## config.mk

```make
export PLATFORM = sky130hd
export DESIGN_NAME = tbp_front_flat
export DESIGN_NICKNAME = d
export VERILOG_FILES = /design/src/rtl/tbp_pkg.sv /design/src/rtl/tbp_ifs.sv /design/src/rtl/tbp_front.sv /design/src/flat_wrapper.sv
export SDC_FILE = /design/constraint.sdc
export NUM_CORES = 1
export LEC_CHECK = 0
export BUFFER_PORTS_ARGS = -buffer_cell sky130_fd_sc_hd__buf_2
export CAP_MARGIN = 20
export CORE_MARGIN = 2
export CORE_UTILIZATION = 50
export DETAILED_ROUTE_END_ITERATION = 16
export GPL_ROUTABILITY_DRIVEN = 0
export GPL_TIMING_DRIVEN = 0
export MAX_ROUTING_LAYER = met4
export PLACE_DENSITY_LB_ADDON = 0.25
export SLEW_MARGIN = 20
export SYNTH_ARGS = -nofsm -noshare
export SYNTH_HDL_FRONTEND = slang
export SYNTH_SLANG_ARGS = --single-unit
```

## constraint.sdc

```tcl
create_clock -name clk -period 4.8 [get_ports clk]
set_clock_uncertainty 0.15 [all_clocks]
set_input_delay 0.24 -clock clk [delete_from_list [all_inputs] [get_ports clk]]
set_output_delay 0.24 -clock clk [all_outputs]
set_load 0.01 [all_outputs]
```

## src/rtl/tbp_pkg.sv

```systemverilog
// Shared constants, types and helpers for the tournament branch predictor.
`timescale 1ns / 1ps
package tbp_pkg;
  localparam int INDEX_BITS       = 15;
  localparam int MAX_COUNTER_BITS = 8;
  localparam int ENTRIES          = 1 << INDEX_BITS;
  localparam int ADDR_BITS        = 32;
  localparam int CFG_BITS         = 4;
  localparam int CHOOSE_BITS      = 2;
  localparam int QUEUE_DEPTH      = 2;

  typedef logic [INDEX_BITS-1:0]       idx_t;
  typedef logic [MAX_COUNTER_BITS-1:0] ctr_t;
  typedef logic [CHOOSE_BITS-1:0]      chs_t;
  typedef logic [CFG_BITS-1:0]         cfg_t;

  localparam chs_t CHS_MAX = '1;
  localparam chs_t CHS_GSHARE = chs_t'(2);

  typedef struct packed {
    idx_t pc;
    logic taken;
  } item_t;

  // queue head as seen by the back end
  typedef struct packed {
    logic  valid;
    item_t item;
  } head_t;

  // back end status toward the front
  typedef struct packed {
    logic pop;
    logic clearing;
  } back_stat_t;

  typedef enum logic [1:0] {
    ST_CLEAR,
    ST_IDLE,
    ST_HIST,
    ST_CALC
  } back_state_t;

  function automatic cfg_t eff_bits(input cfg_t b);
    cfg_t r;
    r = b;
    if (r < cfg_t'(1)) r = cfg_t'(1);
    if (r > cfg_t'(MAX_COUNTER_BITS)) r = cfg_t'(MAX_COUNTER_BITS);
    return r;
  endfunction

  function automatic ctr_t max_val(input cfg_t bits);
    logic [MAX_COUNTER_BITS:0] one;
    one = (MAX_COUNTER_BITS+1)'(1) << bits;
    return ctr_t'(one - (MAX_COUNTER_BITS+1)'(1));
  endfunction

  function automatic ctr_t bump(input ctr_t c, input ctr_t maxv, input logic up);
    ctr_t r;
    r = c;
    if (up) begin
      if (c < maxv) r = c + ctr_t'(1);
    end else begin
      if (c != '0) r = c - ctr_t'(1);
    end
    return r;
  endfunction
endpackage

```

## src/rtl/tbp_ifs.sv

```systemverilog
// Channel interfaces: branch input, prediction result, configuration write.
`timescale 1ns / 1ps
interface tbp_branch_if;
  logic        valid;
  logic        ready;
  logic [31:0] branch_address;
  logic        taken;
  modport source (output valid, branch_address, taken, input ready);
  modport sink   (input valid, branch_address, taken, output ready);
endinterface


```

## src/rtl/tbp_front.sv

```systemverilog
// Front end: accepts branches, reduces the address and queues them.
`timescale 1ns / 1ps
module tbp_front (
  input  logic                     clk,
  input  logic                     rst,
  tbp_branch_if.sink               branch,
  input  tbp_pkg::back_stat_t      stat,
  output tbp_pkg::head_t           head
);
  tbp_pkg::item_t q [tbp_pkg::QUEUE_DEPTH];
  logic           wr_ptr;
  logic           rd_ptr;
  logic [1:0]     count;
  logic           push;

  assign branch.ready = (count != 2'(tbp_pkg::QUEUE_DEPTH)) && !stat.clearing;
  assign push = branch.valid && branch.ready;
  assign head.valid = (count != 2'd0);
  assign head.item  = q[rd_ptr];

  always_ff @(posedge clk) begin
    if (push) begin
      q[wr_ptr].pc    <= branch.branch_address[tbp_pkg::INDEX_BITS-1:0];
      q[wr_ptr].taken <= branch.taken;
    end
  end

  always_ff @(posedge clk) begin
    if (rst) begin
      wr_ptr <= 1'b0;
      rd_ptr <= 1'b0;
      count  <= 2'd0;
    end else begin
      if (push) wr_ptr <= ~wr_ptr;
      if (stat.pop) rd_ptr <= ~rd_ptr;
      unique case ({push, stat.pop})
        2'b10:   count <= count + 2'd1;
        2'b01:   count <= count - 2'd1;
        default: count <= count;
      endcase
    end
  end

`ifndef NO_ASSERTIONS
  a_pop_nonempty: assert property (@(posedge clk) disable iff (rst)
    stat.pop |-> head.valid) else $error("pop from empty queue");
  a_no_push_clear: assert property (@(posedge clk) disable iff (rst)
    stat.clearing |-> !push) else $error("push during clear");
  a_count_range: assert property (@(posedge clk) disable iff (rst)
    count <= 2'(tbp_pkg::QUEUE_DEPTH)) else $error("queue overflow");
`endif
endmodule

```

## src/flat_wrapper.sv

```systemverilog
// flat-port wrapper written by rule: the top's interface ports become plain ports
module tbp_front_flat 
  (clk, rst, stat, head, branch_valid, branch_branch_address, branch_taken, branch_ready);
  tbp_branch_if branch_i ();
  input  logic clk;
  input  logic rst;
  input  tbp_pkg::back_stat_t stat;
  output tbp_pkg::head_t head;
  input wire logic [$bits(branch_i.valid)-1:0] branch_valid;
  input wire logic [$bits(branch_i.branch_address)-1:0] branch_branch_address;
  input wire logic [$bits(branch_i.taken)-1:0] branch_taken;
  output wire logic [$bits(branch_i.ready)-1:0] branch_ready;
  assign branch_i.valid = branch_valid;
  assign branch_i.branch_address = branch_branch_address;
  assign branch_i.taken = branch_taken;
  assign branch_ready = branch_i.ready;
  tbp_front u_core (.clk(clk), .rst(rst), .branch(branch_i), .stat(stat), .head(head));
endmodule
```

## After elaboration in Yosys (flattened, before gate mapping)

Memories as Yosys holds them, arrays and structs flattened. A register that Yosys moved wholly into a read port is not among the register bits.
Cells that the tools add are included.
Widths: inputs -> output; s select.

- Flip-flop bits (word level): 4
- Bits in writable memories: 32
- Output and inout port bits: 18
- Memories kept: 1

Memories:

| memory | words | bits a word | read ports | clocked after memory_dff | wr ports | line | source |
|---|---|---|---|---|---|---|---|
| u_core.q | 2 | 16 | 1 | 1 | 1 | tbp_front.sv:10 | `tbp_pkg::item_t q [tbp_pkg::QUEUE_DEPTH];` |

- Add/sub/neg operators: 2
- Equality and inequality tests: 3
- Muxes and demuxes: 5
- Bitwise operators: 2
- Reduce and logical (&&, ||, !) cells: 5

Operators by type and width:

| operator | number |
|---|---|
| $mux 1 | 4 |
| $pmux 2 s2 | 1 |
| $reduce_bool 2->1 | 2 |
| $add 2x1->2 const B | 1 |
| $eq 2x1->1 const B | 1 |
| $eq 2x2->1 const B | 1 |
| $logic_and 1x1->1 | 2 |
| $ne 2x2->1 const B | 1 |
| $not 1->1 | 2 |
| $sub 2x1->2 const B | 1 |
| $logic_not 1->1 | 1 |

## Logic depth before layout (Yosys ltp)

- Word-level depth: 5
- Mapped depth: 7
- Mapped depth without buffers: 7

## Worst setup path after synthesis

Ideal clock, no wire load.

- Path type: register to register
- Start: register u_core.count[0]
- End: register u_core.count[1]
- Setup time: 70 ps
- Arrival time: 1529 ps
- Required time: 4580 ps
- Slack: 3051 ps
- Cell stages (with the launch flop): 7
- Buffers on the path: 0
- Period minus slack after synthesis: 1749 ps
- Cells stage by stage: dfxtp_1 nor2b_1 nor2_1 nand2_1 ha_1 or3_1 a21oi_1

- Word-level cells in the longest chain between the ends: 5
- Elaborated cells on any way between the ends: 9
- Those cells by class: add/sub: 2; eq/ne: 3; mux: 1; reduce/logical: 3

RTL lines:

| what | line | source |
|---|---|---|
| from (decl) | tbp_front.sv:13 | `logic [1:0] count;` |
| from (signal assigned) | tbp_front.sv:37 | `2'b10: count <= count + 2'd1;` |
| from (signal assigned) | tbp_front.sv:38 | `2'b01: count <= count - 2'd1;` |
| from (signal assigned) | tbp_front.sv:39 | `default: count <= count;` |
| $ne 2x2->1 * | tbp_front.sv:16 | `assign branch.ready = (count != 2'(tbp_pkg::QUEUE_DEPTH)) && !stat.clearing;` |
| $logic_and 1x1->1 * | tbp_front.sv:16 |  |
| via branch_ready | flat_wrapper.sv:12 | `output wire logic [$bits(branch_i.ready)-1:0] branch_ready;` |
| $logic_and 1x1->1 * | tbp_front.sv:17 | `assign push = branch.valid && branch.ready;` |
| $eq 2x1->1 or $eq 2x2->1 (tied branches) | tbp_front.sv:36 | `unique case ({push, stat.pop})` |
| $pmux 2 s2 or $reduce_bool 2->1 (tied branches) | n/a |  |

Mark *: on every way through the listed nets, which the timed path passes. The rest lies on a longest branch.
A chain may end at the register's enable or synchronous reset.

==> flow_metrics.tcl <==
set metrics [dict create \
    report.final.slew_viol_count 0 \
    timing.rr.start "u_core.count[0]" \
    cts_root_buffer "clkbuf_4" \
    grt_pass1_vias 834 \
    required_ns 4.41 \
    synth_most_common_cell "edfxtp_1" \
    r2r-end "u_core.q[0][1]" \
    yosys.area.top_type "edfxtp_1" \
    arrival_ns 1.64 \
    synth.area.top_cells "edfxtp_1, mux2_2, dfxtp_1, xnor2_1, nor2_1" \
    end_kind "output port" \
    fin_setup_tns_ns 0 \
    worstPathMaxFanout 10 \
    synth_async_sr_flop_share_pct 0 \
    avgSynthCellArea_sq_um 18.3 \
    path_common_cell "buf_2" \
    die-width_um 56.3 \
    p_leak_nw 0.722 \
    yosys_register_bits 37 \
    num_rows 18 \
    clkLatencyLatePin_ns 0.33 \
    synth.top_cell.area_share_pct 70.1 \
    cts-htree-levels 2 \
    hold_violations 0 \
    power.density_nw_per_um2 365 \
    swShare_pct 21.8 \
    antenna_found_initial 0 \
    worst_ir_drop_vdd_v 0.000312 \
    die_h_um 56.3 \
    syn-cell-area_sq_um 1370 \
    ant_nets 0 \
    track_usage_pct 17.8 \
    clk_path_buf_depth 2 \
    finish.utilization_pct 72.4 \
    grt_max_degree 17 \
    hpwl_um 1410 \
    grt_pass1_wl_um 3840 \
    grt_overflow 0 \
    min_period_ns 2.03 \
    cellInternalPower_uw 526 \
    path_cells "buf_2 > buf_2 > mux2_2 > buf_2" \
    hp-start "stat[1]" \
    wl_per_cell_um 13.7 \
    cts.sinks 37 \
    finalSetupViolations 0 \
    slowest_delay_ns 0.37 \
    drt_wl_total_um 2310 \
    core-area_sq_um 2540 \
    die-area_sq_um 3170 \
    worst_pin_slew_ns 0.750 \
    syn_nets 114 \
    drive_gt1_share_pct 45.7 \
    vias_per_cell 4.94 \
    fin_crit_sh_pct 42.3 \
    syn2layout_area_growth_pct 34.5 \
    antenna_cells 0 \
    synth_edf_count 32 \
    reg2reg_slack_ns 2.95 \
    synth.distinct_cells 17 \
    start_util_pct 53.8 \
    yosysSeqAreaShare_pct 77.4 \
    slowest_stage "mux2_2" \
    worstHoldPathCells 3 \
    critical_path_class "flip-flop to output port" \
    min_path_type "input pin to flip-flop" \
    p_switching_uw 146 \
    comb_power_share_pct 14.0 \
    vias 830 \
    synth_flop_cell "edfxtp_1" \
    clock.fmax_mhz 493 \
    dr.pass1.iters 4 \
    status "finished, final reports clean" \
    final_nets 176 \
    sequentialPowerShare_pct 55.6 \
    synthCells 75 \
    slew_headroom_pct 50.0 \
    io_buffers 38 \
    clkSlewWorstSetupHoldPaths_ns 0.10 \
    yosys_warnings 0 \
    reg2regPathDepth 3 \
    drt_drc_violations_left 0 \
    cap_violations 0 \
    cts_buffers 5 \
    clkPwrFrac_pct 30.4 \
    yosys-top-cells-count "edfxtp_1, mux2_2, dfxtp_1, nor2_1" \
    worstSetupStartpointType "flip-flop" \
    grt_setup_unrepaired "no" \
    drtIter0Drc 23 \
    ios 56 \
    tritoncts "done" \
]
[worst max-delay path by stage]
stage / from / endpoint / slack (ns) / depth (start not counted)
after floorplan: u_core.count[0] / u_core.count[1] / 3.05 / 6
after detailed placement: u_core.count[0] / u_core.q[0][4] / 2.94 / 3
final: flip-flop / head[13] / 2.77 / 4
after global routing: flip-flop / head[13] / 2.67 / 4
after global placement: u_core.count[0] / u_core.q[0][0] / 2.96 / 3
after CTS: flip-flop / head[6] / 2.75 / 4
[metal layers]
layer | track usage, % | vias up | part of all wire (%)
met2 | 26.6 | 28 | 51
met5 | - | - | 0
met1 | 19.5 | 393 | 40
met4 | 11.2 | 0 | 2.3
li1 | - | 404 | -
met3 | 7.60 | 5 | 6.0
[power groups by stage]
stage	clock, mW	sequential, mW	combinational, mW
2_1_floorplan	0	0.380	0.0508
3_3_place_gp	0	0.380	0.0799
3_5_place_dp	0	0.382	0.0828
4_1_cts	0.210	0.374	0.0942
5_1_grt	0.224	0.376	0.103
6_report	0.204	0.374	0.0939
[metrics by stage]
| step | hold slack (ns) | cell area (sq um) | setup slack, ns | instances | total power, mW |
|---|---|---|---|---|---|
| detailed placement | 0.282 | 1600 | 2.94 | 143 | 0.464 |
| global placement | 0.277 | 1600 | 2.96 | 143 | 0.460 |
| CTS | 0.0420 | 1840 | 2.75 | 168 | 0.678 |
| global route | 0.0833 | 1840 | 2.67 | 168 | 0.703 |
| floorplan | 0.159 | 1370 | 3.05 | 75 | 0.431 |
| finish | 0.0686 | 1840 | 2.77 | 168 | 0.672 |
[registers in the layout, summed over array words and instances (netlist names), named ones only]
| register | flops |
|---|---|
| u_core.q | 32 |
| u_core.count | 2 |
| u_core.rd_ptr | 1 |
| u_core.wr_ptr | 1 |
[cell families after synthesis]
kind of cell / after synthesis / share of synthesized area, %
AOI/OAI and AO/OA: 4 / 1.46
adders and majority gates: 1 / 0.913
muxes: 16 / 13.2
DFF: 37 / 77.4
buffers and inverters: 3 / 1.00
and+or+nand+nor: 11 / 4.11
xor gates and xnor gates: 3 / 1.92
[area by class of cell]
type                    instances  area [sq um]
well taps                      30          37.5
multi-input cells              35           295
repair buffers                 55           360
inverters                       1          3.75
clock inverters                 2          33.8
clock buffers                   6          41.3
flip-flops and latches         37          1060
plain buffers                   2          10.0
fillers                       178           702
[cells in the final DEF, fill, tap and decap left out]
cell | netlist | layout
dlygate4sd3_1 | 0 | 17
nand2b_1 | 1 | 1
xnor2_1 | 2 | 2
clkinv_1 | 0 | 1
inv_1 | 1 | 1
nor2_1 | 4 | 4
or3_1 | 2 | 2
edfxtp_1 | 32 | 32
clkbuf_4 | 0 | 5
xor2_1 | 1 | 1
and3_1 | 1 | 1
o21ai_0 | 2 | 2
nor2b_1 | 1 | 1
buf_2 | 2 | 40
ha_1 | 1 | 1
dfxtp_1 | 5 | 5
mux2_2 | 16 | 16
bufinv_16 | 0 | 1
a21oi_1 | 2 | 2
clkbuf_1 | 0 | 1
or2_2 | 1 | 1
nand2_1 | 1 | 1
[timing repair]
action                                 in CTS  in global routing
gates resized for setup                     0                  0
hold buffers                               17                  0
endpoints found under the hold margin      37                  0
buffers inserted                            0                  0
[worst max-delay path, delay by kind of cell (launching register included)]
family	cells	cell delay, ns
muxes	1	0.37
DFF	1	0.31
buffers and inverters	3	0.62
Power figures use the tool's default switching activity.
